[src/design/smm_elem_store.sv]
module smm_elem_store #(
    parameter int ADDR_W = 8,
    parameter int DATA_W = 16
) (
    input  logic              clk,
    input  logic              wr_en,
    input  logic [ADDR_W-1:0] wr_addr,
    input  logic [DATA_W-1:0] wr_data,
    input  logic              rd_en,
    input  logic [ADDR_W-1:0] rd_addr,
    output logic [DATA_W-1:0] rd_data
);

    localparam int DEPTH = 1 << ADDR_W;

    logic [DATA_W-1:0] mem [DEPTH];
    logic [DATA_W-1:0] rd_data_reg;

    always_ff @(posedge clk)
    begin
        if (wr_en)
        begin
            mem[wr_addr] <= wr_data;
        end
    end

    // registered read: rd_data shows mem[rd_addr] from the cycle after rd_en
    always_ff @(posedge clk)
    begin
        if (rd_en)
        begin
            rd_data_reg <= mem[rd_addr];
        end
    end

    assign rd_data = rd_data_reg;

endmodule

[config.mk]
export PLATFORM = sky130hd
export DESIGN_NAME = smm_elem_store
export DESIGN_NICKNAME = d
export VERILOG_FILES = /design/src/design/smm_elem_store.sv
export SDC_FILE = /design/constraint.sdc
export NUM_CORES = 2
export LEC_CHECK = 0
export BUFFER_PORTS_ARGS = -buffer_cell sky130_fd_sc_hd__buf_2
export CAP_MARGIN = 15
export CELL_PAD_IN_SITES_DETAIL_PLACEMENT = 0
export CELL_PAD_IN_SITES_GLOBAL_PLACEMENT = 1
export CORE_UTILIZATION = 52
export CTS_CLUSTER_SIZE = 12
export DETAILED_ROUTE_END_ITERATION = 10
export PLACE_DENSITY = 0.8
export SKIP_CTS_REPAIR_TIMING = 1
export SLEW_MARGIN = 20
export SYNTH_ARGS = -nofsm -noshare
export SYNTH_HDL_FRONTEND = slang
export SYNTH_SLANG_ARGS = --single-unit
export TNS_END_PERCENT = 5
[constraint.sdc]
create_clock -name clk -period 3.8 [get_ports clk]
set_input_delay 0.76 -clock clk [delete_from_list [all_inputs] [get_ports clk]]
set_output_delay 0.76 -clock clk [all_outputs]
set_load 0.01 [all_outputs]
# ---- After elaboration in Yosys (flattened, before gate mapping)
# Memory sizes are Yosys's and may differ from the RTL's. A register that Yosys moved wholly into a read port is not among the register bits.
# Index checks and enable logic that the tools add are counted.
dict set report totals {
  ff_bits 0
  latch_bits 0
  ram_bits 4096
  rom_bits 0
  in_bits 35
  elab_cells 3
  memories 1
}
# memory depth word_bits rd rd_clocked_by_memory_dff write_ports line_no
set mem_list {}
lappend mem_list {mem 256 16 1 1 1 16} ;# logic [DATA_W-1:0] mem [DEPTH];
dict set report classes {
  n_addsub 0
  multipliers 0
  div 0
  n_lt_le_gt_ge 0
  n_eq_ne 0
  shift 0
  mux 2
  n_bitwise 0
  n_reduce_logical 0
}
# op n
set ops {}
lappend ops {{1-bit two-way mux} 2}

# ---- Depth between registers and ports, before layout
dict set report logic_depth {
  depth_word 2
  depth_mapped 12
  depth_no_buf 6
}

# ---- Worst setup path before layout
# OpenSTA, ideal clock, no wires.
dict set report synth_timing {
  kind {input port to flip-flop}
  from {input rd_addr[0]}
  to {register rd_data_reg[4], in the netlist rd_data[4], read port of mem, data pin}
  arrival_time_ps 2744
  required_ps 3535
  setup_slack_ps 791
  stages 8
  path_buffers 3
  cell_sequence {buf_6 > buf_6 > buf_2 > mux4_2 > mux4_2 > a22o_1 > o32ai_2 > nor4_2}
}
# item line_no
set synth_lines {}
lappend synth_lines {{start: declaration} 10} ;# input logic [ADDR_W-1:0] rd_addr,
lappend synth_lines {{end: declaration} 17} ;# logic [DATA_W-1:0] rd_data_reg;

==> results.cfg <==
[place]
count_of_input_and_output_buffers = 50
place.gp.congestion = 0.887
dp.final_hpwl_mm = 254
dp_cells = 11700
placed_cell_area_um2 = 169000

[sta]
final.min_clock_period_ns = 3.23
setup-violations-final = 0
fin_worst_skew_ns = 0.0726
setup_repair_after_global_routing_missed_its_margin = false
max_freq_mhz = 309
slew-limit-headroom_pct = 14.2
worst_pin_slew_ns = 1.28
final.setup.tns_ns = 0
hold_slack_ns = 0.205
endpoints_failing_hold = 0
slew_violations = 0
timing.final.crit_share_pct = 85.1

[logic_synthesis]
postSynthAreaPerCell_um2 = 21.6
yosys.area.top_type_share_pct = 77.7
post_synth_instance_area_um2 = 159000
fraction_of_the_mapped_netlist_area_in_simple_logic_gates_pct = 1.57
main_combinational_cell_family_by_area_after_synthesis = multiplexers
synth_async_sr_flop_share_pct = 0
complex_gate_fraction_of_the_synthesized_area_pct = 3.53
yosysSeqAreaShare_pct = 77.7
postSynthNetCount = 7395
netlist.top_cell.by_area = sky130_fd_sc_hd__edfxtp_1
synth-adder-area-share_pct = 0
synthMuxAreaShare_pct = 15.5
post_synth_num_cell_types = 51
top_cells_by_area_synth = sky130_fd_sc_hd__edfxtp_1 78%, sky130_fd_sc_hd__mux4_2 11%, sky130_fd_sc_hd__mux2i_1 3.6%
yosys_register_bits = 4112
synth-edff-count = 4112
synth-xor-area-share_pct = 0
yosysWarnings = 0
synth_flop_cell = sky130_fd_sc_hd__edfxtp_1
syn_inst = 7360

[detailed_routing]
first_iter_violations = 12000
post_drt_via_cell_ratio = 6.58
detail_route.wirelength_mm = 418
routed-via-count = 81200
antenna_violating_nets_post_route = 0
post-route-drc-count = 0
first_pass_iteration_count_of_the_detailed_router = 7
detail_route.wl_per_cell_um = 33.9

[critical_path]
crit_path_start_kind = primary input
critPathCaptureType = register
setup.worst_path.class = primary input to register
required_ns = 4.55
crit_arrival_ns = 3.99
timing.critical_path.fanout_max = 17
ff2ff_path_depth = 7

[cells_and_area]
fill_cells = 20800
area_growth_pct = 13.8
multi_input_comb_area_um2 = 32900
fin_area_um2 = 181000
final_cell_count_no_fill = 12300
nNetsFinal = 8171
final-seq-area_um2 = 123000
post_route_cells_drive_above_1_share_pct = 26.6
max_reg_flops = 4096

[clock_network]
cts_buffers = 411
worstSkewPairLatency_ns = 0.95
clock_tree.buffer_depth = 4
clock_sink_count = 4112
cts.clk_slew.worst_paths_ns = 0.06
h_tree_level_count = 5
clock-root-buffer = sky130_fd_sc_hd__clkbuf_16
cts_tree = built

[worst_hold_path]
hold-path-cell-count = 1
worst_hold_path_type = primary input to register

[die]
die_area_um2 = 308000
core_region_area_um2 = 303000
die_height_um = 555
initial_core_util_pct = 52.4
std_cell_rows = 202
pin_count = 51
dieWidth_um = 555

[grt]
grt_usage_pct = 27.1
grt_overflow = 0
grt_max_degree = 133
grt_first_pass_wirelength_mm = 594
grt_pass1_vias = 80800
number_of_antenna_violations_at_the_first_check_in_global_routing = 35

[outcome]
outcome = finished, final reports clean

[power]
power_leakage_nw = 57.9
cellPowerDensity_nw_per_um2 = 506
totalPowerFinal_mw = 91.5
ir_drop_mv = 0.418

[flow_run]
cap_violations = 0
[placed cells by master, fill, tap and decap left out, types with 28 or more instances in the layout]
cell,netlist,routed
sky130_fd_sc_hd__a21oi_1,175,175
sky130_fd_sc_hd__a221oi_1,28,28
sky130_fd_sc_hd__a22o_1,32,32
sky130_fd_sc_hd__a22oi_1,43,43
sky130_fd_sc_hd__buf_12,5,126
sky130_fd_sc_hd__buf_2,76,30
sky130_fd_sc_hd__buf_4,26,640
sky130_fd_sc_hd__clkbuf_1,230,106
sky130_fd_sc_hd__clkbuf_16,0,419
sky130_fd_sc_hd__clkinv_1,0,57
sky130_fd_sc_hd__edfxtp_1,4112,4112
sky130_fd_sc_hd__mux2_2,88,88
sky130_fd_sc_hd__mux2i_1,565,565
sky130_fd_sc_hd__mux4_2,797,797
sky130_fd_sc_hd__nand2_1,38,38
sky130_fd_sc_hd__nor2_1,304,269
sky130_fd_sc_hd__nor2_2,0,35
sky130_fd_sc_hd__nor3_1,92,90
sky130_fd_sc_hd__o21ai_0,37,37
sky130_fd_sc_hd__o221ai_1,252,252
sky130_fd_sc_hd__o22ai_1,148,148
[cell type report]
cell class              instances  area share (%)
flip-flops and latches       4112            68.3
well taps                    3978            2.75
repair buffers                815            4.29
diodes                         13          0.0180
multi-input cells            2792            18.2
inverters                       4          0.0152
clock buffers                 525            6.02
clock inverters               101           0.421
[Yosys cell counts, types with 32 or more instances]
library cell / number
sky130_fd_sc_hd__a22oi_1: 43
sky130_fd_sc_hd__nand2_1: 38
sky130_fd_sc_hd__o22ai_1: 148
sky130_fd_sc_hd__mux2i_1: 565
sky130_fd_sc_hd__clkbuf_1: 230
sky130_fd_sc_hd__o21ai_0: 37
sky130_fd_sc_hd__buf_2: 76
sky130_fd_sc_hd__mux2_2: 88
sky130_fd_sc_hd__edfxtp_1: 4112
sky130_fd_sc_hd__nand3_1: 35
sky130_fd_sc_hd__nor2_1: 304
sky130_fd_sc_hd__o221ai_1: 252
sky130_fd_sc_hd__a21oi_1: 175
sky130_fd_sc_hd__nor3_1: 92
sky130_fd_sc_hd__mux4_2: 797
sky130_fd_sc_hd__buf_6: 77
sky130_fd_sc_hd__a22o_1: 32
[critical path, stage by stage]
cell and delay (ns):
sky130_fd_sc_hd__buf_8 0.21, sky130_fd_sc_hd__or2_4 0.46, sky130_fd_sc_hd__buf_4 0.29, sky130_fd_sc_hd__buf_4 0.20, sky130_fd_sc_hd__o221ai_1 0.33, sky130_fd_sc_hd__a21oi_1 0.13
sky130_fd_sc_hd__o31ai_1 0.88, sky130_fd_sc_hd__o32ai_1 0.19, sky130_fd_sc_hd__buf_4 0.23, sky130_fd_sc_hd__nor4_1 0.26
[through the flow]
step                setup WS (ns)  util (%)
floorplan                   0.791         -
global placement           -0.294      55.8
detailed placement         -0.307      55.8
CTS                         0.676      59.6
global route                0.422      59.6
finish                      0.566      59.6
[metal layers]
metal / track usage (%) / vias up / share of wire [%]
li1: - / 32800 / -
met1: 36.9 / 42700 / 37
met2: 42.8 / 5046 / 48
met3: 6.25 / 752 / 11
met4: 10.9 / 10 / 4.3
met5: 0 / - / 0.017
[path summary, 6_finish.rpt]
kind / startpoint / to / slack [ns]
worst max-delay path: rd_addr[1] / rd_data[3] / 0.57
worst min-delay path: wr_data[2] / mem[127][2] / 0.20
worst max register to register: mem[3][0] / rd_data[0] / 0.98
worst min register to register: mem[202][8] / rd_data[8] / 1.11
[kinds of logic (layout without fill, tap and decap cells)]
group	count (synthesis)	count (layout)
buffers and inverters	456	1445
and+or+nand+nor	556	556
AOI/OAI and AO/OA	786	786
muxes	1450	1450
DFF	4112	4112
other	0	13
[where the power goes]
part	leakage (nW)	switching, mW	total [mW]	internal (mW)
Sequential	37.0	0.0679	50.1	50.0
Combinational	15.3	3.18	5.02	1.84
Clock	5.66	16.1	36.4	20.3
Total	57.9	19.4	91.5	72.1
(Power assumes the default switching activity.)
