`src/design/smm_pkg.sv`:
```
package smm_pkg;

    // fixed field widths of the item and result beats
    localparam int MODE_W    = 2;
    localparam int COORD_W   = 4;
    localparam int VALUE_W   = 16;
    localparam int PRODUCT_W = 36;

    // configuration port
    localparam int SIZE_W     = 5;
    localparam int CFG_DATA_W = 5;
    localparam int CFG_IDX_W  = 1;

    localparam logic [CFG_IDX_W-1:0] REG_SIZE_IN_USE    = 1'd0;
    localparam logic [CFG_IDX_W-1:0] REG_B_COLUMN_MAJOR = 1'd1;

    localparam logic [SIZE_W-1:0] SIZE_RESET = 5'd16;

    // item modes
    localparam logic [MODE_W-1:0] MODE_WRITE_A = 2'd0;
    localparam logic [MODE_W-1:0] MODE_WRITE_B = 2'd1;
    localparam logic [MODE_W-1:0] MODE_READ_C  = 2'd2;

    // control from the sequencer to the multiply-accumulate unit
    typedef struct packed {
        logic clear;
        logic data_valid;
    } mac_ctl_t;

endpackage

```
`src/design/smm_mac.sv`:
```
module smm_mac #(
    parameter int ELEM_WIDTH = 16
) (
    input  logic                              clk,
    input  logic                              rst_n,
    input  smm_pkg::mac_ctl_t                 ctl,
    input  logic signed [ELEM_WIDTH-1:0]      a_data,
    input  logic signed [ELEM_WIDTH-1:0]      b_data,
    output logic [smm_pkg::PRODUCT_W-1:0]     acc,
    output logic                              busy
);

    localparam int PROD_W = 2 * ELEM_WIDTH;

    logic signed [PROD_W-1:0]            mul_reg;
    logic                                mul_valid_reg;
    logic [smm_pkg::PRODUCT_W-1:0]       acc_reg;
    logic [smm_pkg::PRODUCT_W-1:0]       acc_next;

    // product register, no reset needed
    always_ff @(posedge clk)
    begin
        if (ctl.data_valid)
        begin
            mul_reg <= a_data * b_data;
        end
    end

    // sum wraps modulo 2^36
    always_comb
    begin
        acc_next = acc_reg;
        if (ctl.clear)
        begin
            acc_next = '0;
        end
        else if (mul_valid_reg)
        begin
            acc_next = acc_reg + smm_pkg::PRODUCT_W'(mul_reg);
        end
    end

    always_ff @(posedge clk or negedge rst_n)
    begin
        if (!rst_n)
        begin
            mul_valid_reg <= 1'b0;
            acc_reg       <= '0;
        end
        else
        begin
            mul_valid_reg <= ctl.data_valid;
            acc_reg       <= acc_next;
        end
    end

    assign acc  = acc_reg;
    assign busy = mul_valid_reg;

endmodule

```
`config.mk`:
```
export PLATFORM = sky130hd
export DESIGN_NAME = smm_mac
export DESIGN_NICKNAME = d
export VERILOG_FILES = /design/src/design/smm_pkg.sv /design/src/design/smm_mac.sv
export SDC_FILE = /design/constraint.sdc
export NUM_CORES = 1
export LEC_CHECK = 0
export BUFFER_PORTS_ARGS = -buffer_cell sky130_fd_sc_hd__buf_2
export CAP_MARGIN = 25
export CORE_UTILIZATION = 59
export DETAILED_ROUTE_END_ITERATION = 8
export GPL_ROUTABILITY_DRIVEN = 0
export PLACE_DENSITY = 0.9
export SYNTH_ARGS = -nofsm -noshare
export SYNTH_HDL_FRONTEND = slang
export SYNTH_SLANG_ARGS = --single-unit
```
`constraint.sdc`:
```
create_clock -name clk -period 2.3 [get_ports clk]
set_input_delay 0.115 -clock clk [delete_from_list [all_inputs] [get_ports clk]]
set_output_delay 0.115 -clock clk [all_outputs]
set_load 0.005 [all_outputs]
```
==> results.tsv, run 1 <==
stage	metric	value	unit
synthesis	mux cell area share after synthesis	1.21	%
clocking	H-tree depth	3	
synthesis	Compound-Gate Fraction of Synth Area	9.23	%
placement	Port Buf Inserts	72	
status	status	aborted with a tool error	
floorplanning	Die W	157	um
timing	worst setup endpoint GRT	mul_reg[31]$_DFFE_PP_/D	
floorplanning	IO Pins	73	
status	last step reached	global routing (5_1_grt)	
synthesis	top-area cell type share of the netlist area	37.0	%
clocking	Root Driver	clkbuf_16	
synthesis	Avg Cell Area, Syn	9.42	um2
synthesis	Cells after Synth	1510	
synthesis	syn_nets	1926	
synthesis	Yosys reg bits	69	
clocking	# clock sinks	69	
synthesis	Post-Synth Simple-Gate Area	15.6	%
grt	gr ovfl total	43	
synthesis	Synth Area in XOR/XNOR	3.33	%
floorplanning	Initial Util	60.4	%
synthesis	Synth Area in Adders	47.3	%
synthesis	Seq/Total Area, Yosys	13.3	%
floorplanning	die height	157	um
floorplanning	row count	56	
placement	DP HPWL	32100	um
clocking	CTS buffer count	9	
grt	largest net degree at the start of global routing	38	
synthesis	synth top area cells	fa_1 37%, ha_1 10%, inv_1 8.5%, edfxtp_1 6.8%, dfrtp_1 6.5%	
synthesis	asr flop ratio synth	53.6	%
placement	placed cells	2093	
grt	GRT Overall Usage	63.6	%
synthesis	main flop type after synthesis	dfrtp_1	
timing	Worst EP Category	register input	
clocking	CTS Buffer Depth	2	
synthesis	Synth Cell Area	0.0142	mm2
status	First Err	[ERROR GRT-0232] Routing congestion too high. Check the congestion heatmap in the GUI.	
synthesis	combinational family with the most area after synthesis	adder cells	
synthesis	leading area contributor after synthesis	fa_1	
synthesis	synth warn	0	
synthesis	number of flops mapped to enable cells by yosys	32	
synthesis	Unique masters post-synth	80	
## cell usage after synthesis, types with 2 or more instances
master and instances:
nor3_1 13, o21ai_0 21, xnor2_1 44, o21a_1 7
and2_1 123, and4b_1 2, nand4b_1 2, nand2_1 151
a32oi_1 2, o211ai_2 2, o21bai_1 7, and3_1 5
nand4_1 5, nor3b_1 2, o211ai_1 10, clkbuf_1 40
a211o_1 3, and3_2 4, o2111ai_1 2, a211oi_1 10
a21o_2 2, a21oi_1 52, dfrtp_1 37, edfxtp_1 32
nor2_1 74, o21ai_1 3, nor2b_1 5, a31oi_1 9
mux2i_1 16, xor2_1 10, nand3_1 21, inv_1 321
a22o_1 7, nor4b_1 3, ha_1 117, a31oi_4 2
fa_1 263, clkbuf_8 4, or2_2 2, nand3b_1 6
nand2b_1 13, a21o_1 18
## metal layers
metal	GRT usage (%)	overflow
met1	62.5	1
met4	63.5	18
met2	83.3	24
met3	46.3	0
met5	12.0	0
## timing repair
action,CTS
endpoints found under the setup margin,50
resized for setup,213
cloned,1
setup buffers,31
pin swaps,101
endpoints found under the hold margin,37
hold buffers,1
## cells by family after synthesis
group,count (synthesis)
adders and majority gates,380
and+or+nand+nor,442
buffers and inverters,367
muxes,17
xor gates and xnor gates,54
DFF,69
AOI/OAI and AO/OA,181
## through the flow
| step | worst slack [ns] | hold WS, ns | area [um2] |
|---|---|---|---|
| after global placement | -3.22 | 0.278 | 17000 |
| after CTS | -2.91 | 0.175 | 18500 |
| after detailed placement | -3.50 | 0.287 | 17000 |
| after floorplan | -3.08 | -0.181 | 14800 |
==> run 2, diff against run 1 <==
--- a/config.mk
+++ b/config.mk
@@ -7,10 +7,10 @@
 export LEC_CHECK = 0
 export BUFFER_PORTS_ARGS = -buffer_cell sky130_fd_sc_hd__buf_2
 export CAP_MARGIN = 25
-export CORE_UTILIZATION = 59
+export CORE_UTILIZATION = 40
 export DETAILED_ROUTE_END_ITERATION = 8
 export GPL_ROUTABILITY_DRIVEN = 0
-export PLACE_DENSITY = 0.9
+export PLACE_DENSITY_LB_ADDON = 0.15
 export SYNTH_ARGS = -nofsm -noshare
 export SYNTH_HDL_FRONTEND = slang
 export SYNTH_SLANG_ARGS = --single-unit
==> constraint.sdc (replaced) <==
create_clock -name clk -period 2.99 [get_ports clk]
set_input_delay 0.1495 -clock clk [delete_from_list [all_inputs] [get_ports clk]]
set_output_delay 0.1495 -clock clk [all_outputs]
set_load 0.005 [all_outputs]
==> run 2 against run 1 <==
Against the previous run:
- the flow now finishes, with violations (negative setup slack)
- synthesized cell count is the same
- area after synthesis is the same
==> results.tsv, run 2 <==
stage	metric	value	unit
synthesis	synth warn	0	
drt	met3 wire len	1230	um
hold_path	Min-Delay Path Class	primary input to flop	
drt	routed length on met1	17300	um
synthesis	Compound-Gate Fraction of Synth Area	9.23	%
drt	final wirelength	34500	um
grt	wire length of the first global-routing pass	57500	um
setup_path	Required @ worst endpoint	3.07	ns
floorplanning	core area	0.0348	mm2
floorplanning	Initial Util	40.9	%
timing	slew margin rel.	41.7	%
grt	vias in the first global route	11400	
placement	Port Buf Inserts	72	
synthesis	number of flops mapped to enable cells by yosys	32	
timing	Final Critical Period	5.21	ns
placement	DP HPWL	28800	um
grt	largest net degree at the start of global routing	39	
setup_path	critical path's top delay family	adder cells	
clocking	CTS tree	done	
synthesis	mux cell area share after synthesis	1.21	%
drt	# DRC	0	
timing	number of setup violations in the final report	27	
floorplanning	area of the die	0.0363	mm2
drt	met2 wire length	15700	um
setup_path	Setup CP Type	primary input to flop	
setup_path	nature of the critical path startpoint	primary input	
status	status	finished, violations left	
finish	Layout Nets	2172	
synthesis	combinational family with the most area after synthesis	adder cells	
drt	DRT iter0 DRCs	375	
synthesis	Synth Area in XOR/XNOR	3.33	%
synthesis	syn_nets	1926	
grt	initial antenna violation count	0	
finish	layout cells sized above 1	26.9	%
finish	commonest non-fill, non-tap cell in the layout	inv_1	
synthesis	top-area cell type share of the netlist area	37.0	%
clocking	clk slew on worst S/H paths	0.05	ns
synthesis	synth top area cells	fa_1 37%, ha_1 10%, inv_1 8.5%, edfxtp_1 6.8%, dfrtp_1 6.5%	
status	failing checks	negative setup slack	
clocking	clock insertion delay at the later pin of the skew report	0.33	ns
synthesis	Synth Area in Adders	47.3	%
setup_path	Crit path top cell by count	fa_1	
synthesis	Avg Cell Area, Syn	9.42	um2
timing	f_max	0.192	GHz
timing	final worst-path cycle share	174	%
setup_path	WP data arrival	5.29	ns
timing	endpoints failing hold	0	
drt	DR pass1 iterations	5	
timing	post-route setup slack	-2.22	ns
synthesis	Seq/Total Area, Yosys	13.3	%
drt	vias per cell	4.85	
floorplanning	die height	191	um
timing	Worst-Margin Slew	0.874	ns
synthesis	leading area contributor after synthesis	fa_1	
setup_path	CP max-delay cell	fa_1	
finish	n_diodes	0	
drt	Top Metal Used	met4	
synthesis	Unique masters post-synth	80	
timing	RSZ-0062 raised after global routing	yes	
grt	gr ovfl total	0	
clocking	# clock sinks	69	
timing	hold_ws	0.312	ns
synthesis	top-count cell post-synth	inv_1	
synthesis	Post-Synth Simple-Gate Area	15.6	%
clocking	CTS buffer count	9	
grt	GRT Overall Usage	19.8	%
timing	worst clock skew	0.0102	ns
setup_path	crit-path max cell delay	0.55	ns
synthesis	main flop type after synthesis	dfrtp_1	
finish	max FFs per register	36	
synthesis	Cells after Synth	1510	
drt	post-DR wirelength/cell	15.6	um
finish	Syn-to-layout area delta	27.1	%
setup_path	crit end category	flop	
job	Max-Cap Viols	0	
finish	most frequent cells in the layout	294 x inv_1, 246 x fa_1, 160 x buf_4	
drt	vias	10800	
setup_path	crit-path cells	buf_12 -> and2_4 -> fa_1 -> inv_2 -> fa_1 -> inv_2 -> fa_1 -> fa_1 -> fa_1 -> inv_1 -> fa_1 -> inv_2 -> ha_4 -> nand2_2 -> nor2_2 -> o211ai_2 -> a31oi_4 -> a2111oi_4 -> nor3_2 -> nor4_1 -> a311o_1	
drt	DRT antenna net count	0	
setup_path	worst-path fanout max	13	
synthesis	Synth Cell Area	0.0142	mm2
clocking	Root Driver	clkbuf_16	
finish	Fill cells	3153	
floorplanning	Die W	191	um
synthesis	asr flop ratio synth	53.6	%
finish	Core Util, Final	51.9	%
synthesis	Yosys reg bits	69	
clocking	CTS Buffer Depth	2	
floorplanning	IO Pins	73	
clocking	H-tree depth	3	
synthesis	most instantiated cells after synthesis	321 x inv_1, 263 x fa_1, 151 x nand2_1, 123 x and2_1, 117 x ha_1	
setup_path	Worst Path Buf+Inv	5	
floorplanning	row count	68	
timing	Final Max Tran Viols	0	
run 2: path summary, 6_finish.rpt:
check	start	endpoint	slack, ns	cells after the start
hold / removal	ctl[0]	busy	0.31	1
hold reg to reg	acc[34]	acc[34]	0.54	1
setup / recovery	b_data[5]	mul_reg[29]	-2.22	21
setup reg to reg	acc[0]	acc[20]	0.14	10
min in group asynchronous	rst_n	acc[0]	0.47	2
max in group asynchronous	rst_n	busy	1.90	2
run 2: final cells by class:
cell class              count  area, um2  area share, %
clock buffers              10        229           1.27
inverters                 321       1210           6.68
flip-flops and latches     69       1890           10.4
repair buffers            281       2490           13.8
well taps                 455        569           3.15
multi-input cells        1074      11600           64.4
clock inverters             6       53.8          0.298
run 2: what timing repair did:
item,in CTS,in global routing
hold buffers,1,0
gates cloned,2,1
endpoints found under the setup margin,27,27
pin swaps,82,48
gates resized for setup,189,46
buffers inserted,37,12
hold endpoints to repair,37,0
run 2: worst register-to-register path, delay by kind of cell (launching register included):
kind,cells,cell delay [ns]
adders and majority gates,2,0.65
DFF,1,0.39
AOI/OAI and AO/OA,7,1.58
and+or+nand+nor,1,0.08
run 2: metrics by stage:
stage	setup TNS (ns)	instances	worst slack, ns	area (um2)
detailed placement	-57.25	2155	-2.74	16500
finish	-45.44	2216	-2.22	18100
global route	-49.65	2216	-2.40	18100
floorplan	-43.69	1510	-2.43	14700
global placement	-56.27	2155	-2.70	16500
CTS	-43.93	2205	-2.20	17800
run 2: kinds of logic after synthesis:
group | Yosys count
multiplexers | 17
AND/OR/NAND/NOR | 442
buffers and inverters | 367
flip-flops | 69
AO/OA/AOI/OAI | 181
adder cells (fa/ha/maj) | 380
XOR/XNOR | 54
run 2: metal layers:
metal,global-route usage (%),vias to the layer above
met3,1.97,22
li1,-,5228
met4,2.92,0
met5,0,-
met2,32.4,195
met1,28.9,5308
Power of run 2 is left out: the tool's default activity adds up to more than one toggle a clock period on the data nets, which glitch-free logic cannot reach.
==> run 3, diff against run 2 <==
--- a/config.mk
+++ b/config.mk
@@ -5,6 +5,7 @@
 export SDC_FILE = /design/constraint.sdc
 export NUM_CORES = 1
 export LEC_CHECK = 0
+export ABC_AREA = 1
 export BUFFER_PORTS_ARGS = -buffer_cell sky130_fd_sc_hd__buf_2
 export CAP_MARGIN = 25
 export CORE_UTILIZATION = 40
@@ -14,3 +15,4 @@
 export SYNTH_ARGS = -nofsm -noshare
 export SYNTH_HDL_FRONTEND = slang
 export SYNTH_SLANG_ARGS = --single-unit
+export TNS_END_PERCENT = 50
==> run 3 against run 2 <==
Against the previous run:
- the run still ends with negative setup slack left
- hold slack worse by 0.25 ns
- wire length rose by 22%
- setup slack better by 0.38 ns
- cell area grew 9.6%
- sequential share of layout area shrank 0.92 points
- critical path depth increased by 1
- global-route usage rose by 3.0 points
- clock skew is 0.0053 ns higher
- clock-buffer cell count unchanged
- sequential cell count did not move
- synthesized cell count up 38%
- die area rose by 9.1%
==> results.tsv, run 3 <==
stage	metric	value	unit
timing	Worst-Margin Slew	0.830	ns
synthesis	asr flop ratio synth	53.6	%
timing	f_max	0.207	GHz
synthesis	Synth Cell Area	0.0155	mm2
finish	layout cells sized above 1	23.9	%
floorplanning	die height	199	um
finish	multi-input combinational cell area	0.0124	mm2
timing	worst clock skew	0.0156	ns
finish	Layout Nets	2731	
synthesis	Yosys reg bits	69	
synthesis	syn_nets	2503	
clocking	CTS buffer count	9	
setup_path	WP data arrival	4.93	ns
grt	GRT Overall Usage	22.8	%
status	failing checks	negative setup slack	
timing	post-route setup slack	-1.84	ns
synthesis	number of flops mapped to enable cells by yosys	32	
finish	max FFs per register	36	
synthesis	synth top area cells	fa_1 34%, nand2_1 14%, inv_1 14%, ha_1 9.4%, edfxtp_1 6.2%	
placement	Port Buf Inserts	72	
finish	Syn-to-layout area delta	27.6	%
grt	largest net degree at the start of global routing	38	
clocking	H-tree depth	3	
synthesis	combinational family with the most area after synthesis	adder cells	
finish	register area	0.00189	mm2
synthesis	top-count cell post-synth	nand2_1	
hold_path	Min-Delay Path Class	primary input to flop	
drt	post-DR wirelength/cell	14.8	um
clocking	CTS Buffer Depth	2	
drt	vias per cell	4.78	
drt	# DRC	0	
synthesis	Post-Synth Simple-Gate Area	22.3	%
timing	RSZ-0062 raised after global routing	yes	
floorplanning	row count	71	
drt	final wirelength	42000	um
drt	vias	13500	
floorplanning	area of the die	0.0396	mm2
finish	fin area	0.0198	mm2
clocking	clock insertion delay at the later pin of the skew report	0.35	ns
clocking	CTS tree	done	
setup_path	nature of the critical path startpoint	primary input	
clocking	# clock sinks	69	
floorplanning	Die W	199	um
grt	wire length of the first global-routing pass	71300	um
timing	number of setup violations in the final report	27	
drt	DR pass1 iterations	5	
synthesis	Unique masters post-synth	43	
finish	commonest non-fill, non-tap cell in the layout	nand2_1	
clocking	clk slew on worst S/H paths	0.06	ns
timing	final worst-path cycle share	162	%
timing	Final Critical Period	4.83	ns
job	Max-Cap Viols	0	
finish	n_diodes	0	
drt	DRT antenna net count	0	
placement	placed cell area	0.0182	mm2
floorplanning	Initial Util	40.9	%
grt	vias in the first global route	14400	
synthesis	Cells after Synth	2087	
timing	slew margin rel.	44.7	%
synthesis	Avg Cell Area, Syn	7.44	um2
finish	Fill cells	3608	
timing	Final Max Tran Viols	0	
clocking	Root Driver	clkbuf_16	
placement	DP Worst Slack	-2.40	ns
setup_path	crit end category	flop	
synthesis	leading area contributor after synthesis	fa_1	
synthesis	main flop type after synthesis	dfrtp_1	
floorplanning	IO Pins	73	
setup_path	Required @ worst endpoint	3.08	ns
synthesis	mux cell area share after synthesis	0	%
setup_path	worst-path fanout max	6	
drt	DRT iter0 DRCs	552	
synthesis	synth warn	0	
synthesis	Seq/Total Area, Yosys	12.2	%
synthesis	most instantiated cells after synthesis	593 x nand2_1, 560 x inv_1, 263 x fa_1, 117 x ha_1, 103 x nor2_1	
grt	initial antenna violation count	0	
synthesis	top-area cell type share of the netlist area	33.9	%
synthesis	Compound-Gate Fraction of Synth Area	5.19	%
timing	endpoints failing hold	0	
synthesis	Synth Area in Adders	43.3	%
synthesis	Synth Area in XOR/XNOR	1.92	%
status	status	finished, violations left	
grt	gr ovfl total	0	
finish	most frequent cells in the layout	547 x nand2_1, 520 x inv_1, 242 x fa_1	
setup_path	Setup CP Type	primary input to flop	
floorplanning	core area	0.0379	mm2
placement	DP HPWL	36000	um
run 3: cell types whose count changed after synthesis, sizes merged, moves of 14 or more:
| cell | delta |
|---|---|
| xor2 | +14 |
| o21ai | +21 |
| inv | +242 |
| nor2 | +40 |
| nand2 | +454 |
| a21o | -14 |
| mux2i | -16 |
| xnor2 | -34 |
| clkbuf | +15 |
| nand3 | +49 |
| and2 | -124 |
| a21oi | +17 |
run 3: timing repair:
item                                   CTS  global route
setup buffers                           19             9
setup endpoints to repair               27            27
cloned                                   2             1
endpoints found under the hold margin   37             0
gates resized for setup                192            84
pin swaps                               89            75
hold buffers                             1             0
run 3: worst paths after layout:
check	start	to	slack (ns)	cells past startpoint
min	ctl[1]	acc[4]	0.06	2
max reg2reg	acc[0]	acc[14]	0.65	10
min reg2reg	acc[33]	acc[33]	0.52	2
max	b_data[15]	mul_reg[31]	-1.84	22
max in group asynchronous	rst_n	acc[22]	2.42	3
min in group asynchronous	rst_n	acc[0]	0.16	2
run 3: layout make-up:
class                      count  area share [%]
multi-input combinational   1393            62.6
timing repair buffer         278            12.3
inverter                     564            10.8
sequential                    69            9.53
tap                          511            3.23
clock buffer                  10            1.21
clock inverter                 6           0.347
run 3: through the flow:
stage                     setup TNS [ns]  std cells  hold WS, ns  utilization, %
after floorplan                   -43.11       2087       -0.146               -
after global placement            -54.97       2783        0.330            48.0
after detailed placement          -55.97       2783        0.339            48.0
after CTS                         -41.23       2821       0.0537            51.1
after global routing              -45.92       2831       0.0702            52.2
final                             -41.45       2831       0.0605            52.2
run 3: routing by layer:
| layer | global-route usage [%] | share of wire [%] | up-vias |
|---|---|---|---|
| met5 | 0 | 0 | - |
| met3 | 1.49 | 3.4 | 58 |
| met1 | 29.2 | 44 | 6636 |
| met4 | 5.07 | 1.8 | 0 |
| met2 | 41.6 | 51 | 269 |
| li1 | - | - | 6568 |
run 3: logic make-up after synthesis:
logic type	Yosys count
simple gates	836
buf+inv	625
fa+ha+maj	380
compound gates	143
flops	69
xor+xnor	34
run 3: worst max-delay path: stages:
cell and delay (ns):
buf_6 0.07, clkinvlp_4 0.11, buf_12 0.16, or2_2 0.28
fa_1 0.42, fa_2 0.58, inv_2 0.04, fa_2 0.53
inv_2 0.04, fa_2 0.52, inv_2 0.04, fa_1 0.49
fa_1 0.45, ha_4 0.32, nand2_4 0.08, nor3_4 0.20
and3_1 0.17, nand2_1 0.06, nand3_2 0.08, inv_1 0.04
nand2_1 0.05, nand2_1 0.05
Power of run 3 is left out for the same reason.
==> run 4, diff against run 3 <==
--- a/config.mk
+++ b/config.mk
@@ -11,7 +11,7 @@
 export CORE_UTILIZATION = 40
 export DETAILED_ROUTE_END_ITERATION = 8
 export GPL_ROUTABILITY_DRIVEN = 0
-export PLACE_DENSITY_LB_ADDON = 0.15
+export PLACE_DENSITY = 0.63
 export SYNTH_ARGS = -nofsm -noshare
 export SYNTH_HDL_FRONTEND = slang
 export SYNTH_SLANG_ARGS = --single-unit
==> run 4 against run 3 <==
Against the previous run:
- highest routed layer unchanged
- critical endpoint is now mul_reg[25]
- the flow still finishes with violations (negative setup slack)
- first-iteration DRC count is 31% higher
- setup slack worse by 0.058 ns
- cell count is 0.60% lower
==> results.tsv, run 4 (synthesis results as in run 3) <==
stage	metric	value	unit
status	failing checks	negative setup slack	
setup_path	crit path from	b_data[15]	
grt	wire length of the first global-routing pass	70500	um
setup_path	Required @ worst endpoint	3.09	ns
floorplanning	IO Pins	73	
clocking	CTS Buffer Depth	2	
timing	worst clock skew	0.0154	ns
setup_path	nature of the critical path startpoint	primary input	
setup_path	crit end category	flop	
finish	most frequent cells in the layout	556 x nand2_1, 523 x inv_1, 244 x fa_1	
grt	largest net degree at the start of global routing	38	
clocking	CTS tree	done	
setup_path	crit path to	mul_reg[25]	
setup_path	Setup CP Type	primary input to flop	
timing	RSZ-0062 raised after global routing	yes	
clocking	Root Driver	clkbuf_16	
finish	commonest non-fill, non-tap cell in the layout	nand2_1	
timing	setup TNS	-42.10	ns
timing	Final Critical Period	4.89	ns
placement	Port Buf Inserts	72	
clocking	clock insertion delay at the later pin of the skew report	0.35	ns
clocking	clk slew on worst S/H paths	0.05	ns
finish	register area	0.00189	mm2
finish	layout cells sized above 1	22.5	%
finish	Fill cells	3576	
timing	Worst-Margin Slew	0.878	ns
timing	number of setup violations in the final report	27	
drt	vias	13500	
placement	DP HPWL	35400	um
setup_path	RR Endpoint	acc[30]	
setup_path	crit-path max cell delay	0.55	ns
clocking	# clock sinks	69	
setup_path	worst-path fanout max	7	
grt	gr ovfl total	0	
grt	GRT Overall Usage	22.4	%
drt	DRT iter0 DRCs	725	
timing	post-route setup slack	-1.90	ns
timing	endpoints failing hold	0	
drt	DR pass1 iterations	6	
job	Max-Cap Viols	0	
clocking	CTS buffer count	9	
floorplanning	core area	0.0379	mm2
setup_path	R2R cell count	12	
drt	post-DR wirelength/cell	14.5	um
timing	f_max	0.204	GHz
finish	Layout Nets	2714	
setup_path	Crit path top cell by count	fa_1	
finish	max FFs per register	36	
grt	vias in the first global route	14400	
floorplanning	die height	199	um
finish	n_diodes	0	
setup_path	Worst R2R Setup Slack	0.53	ns
floorplanning	row count	71	
timing	Final Max Tran Viols	0	
drt	DRT antenna net count	0	
setup_path	crit-path cells	buf_6 -> clkinvlp_4 -> buf_12 -> or2_4 -> fa_1 -> fa_1 -> inv_2 -> fa_1 -> fa_2 -> fa_1 -> inv_2 -> fa_1 -> inv_2 -> ha_4 -> nand2_4 -> nor2_2 -> inv_2 -> buf_6 -> nor3_4 -> nand4_1 -> nand4_1 -> nand2_2	
finish	Syn-to-layout area delta	24.7	%
floorplanning	area of the die	0.0396	mm2
hold_path	Min-Delay Path Class	primary input to flop	
setup_path	reg2reg start	acc[0]	
drt	vias per cell	4.81	
finish	multi-input combinational cell area	0.0123	mm2
timing	final worst-path cycle share	164	%
status	status	finished, violations left	
setup_path	WP data arrival	4.99	ns
drt	final wirelength	40800	um
floorplanning	Initial Util	40.9	%
floorplanning	Die W	199	um
setup_path	CP max-delay cell	fa_1	
clocking	H-tree depth	3	
timing	slew margin rel.	41.5	%
drt	# DRC	0	
grt	initial antenna violation count	0	
-- run 4: cell count changes in the layout (fill, tap and decap cells not counted), moves of 4 or more --
cell | before | now
nand2_1 | 547 | 556
nor2_1 | 73 | 79
nand2_4 | 19 | 12
buf_6 | 29 | 23
nor2_4 | 20 | 10
a21oi_4 | 11 | 7
buf_12 | 24 | 13
nor2_2 | 21 | 25
o21ai_1 | 17 | 13
-- run 4: how the worst min path moves through the flow --
stage            from     end  slack [ns]  cells past startpoint
2_1_floorplan   rst_n  acc[0]       -0.15                      0
3_3_place_gp    rst_n  acc[1]        0.31                      1
3_5_place_dp    rst_n  acc[1]        0.32                      1
4_1_cts        ctl[1]  acc[6]        0.05                      2
5_1_grt        ctl[1]  acc[6]        0.07                      2
6_report       ctl[1]  acc[6]        0.06                      2
-- run 4: per-stage QoR --
step,worst slack (ns),cell area (um2),hold WS (ns),std cells,util (%)
after floorplan,-2.00,16300,-0.146,2087,-
after global routing,-2.06,19400,0.0662,2814,51.0
after global placement,-2.33,18100,0.314,2779,47.7
after detailed placement,-2.45,18100,0.315,2779,47.7
after CTS,-1.86,19200,0.0468,2811,50.5
final,-1.90,19400,0.0562,2814,51.0
-- run 4: layer usage --
layer	vias up	track usage (%)	share of wire, %
li1	6542	-	-
met1	6562	28.7	44
met2	358	40.2	50
met3	85	1.63	3.8
met4	0	6.95	3.0
met5	-	0	0
-- run 4: repair_timing --
item	4_1_cts	5_1_grt
cloned	1	0
resized for setup	166	53
setup buffers	14	3
endpoints found under the hold margin	37	0
pin swaps	71	32
endpoints found under the setup margin	27	27
hold buffers	1	0
-- run 4: final cells by class --
class                           count  area share, %
Multi-Input combinational cell   1393           63.3
Inverter                          564           11.0
Clock buffer                        9           1.16
Sequential cell                    69           9.75
Timing Repair Buffer              261           11.0
Tap cell                          511           3.30
Clock inverter                      7          0.511
-- run 4: critical path, delay by kind of cell --
family                   cells  cell delay [ns]
adder cells (fa/ha/maj)      7             3.30
buffers and inverters        8             0.65
AND/OR/NAND/NOR              7             0.88
Power of run 4 is left out for the same reason.
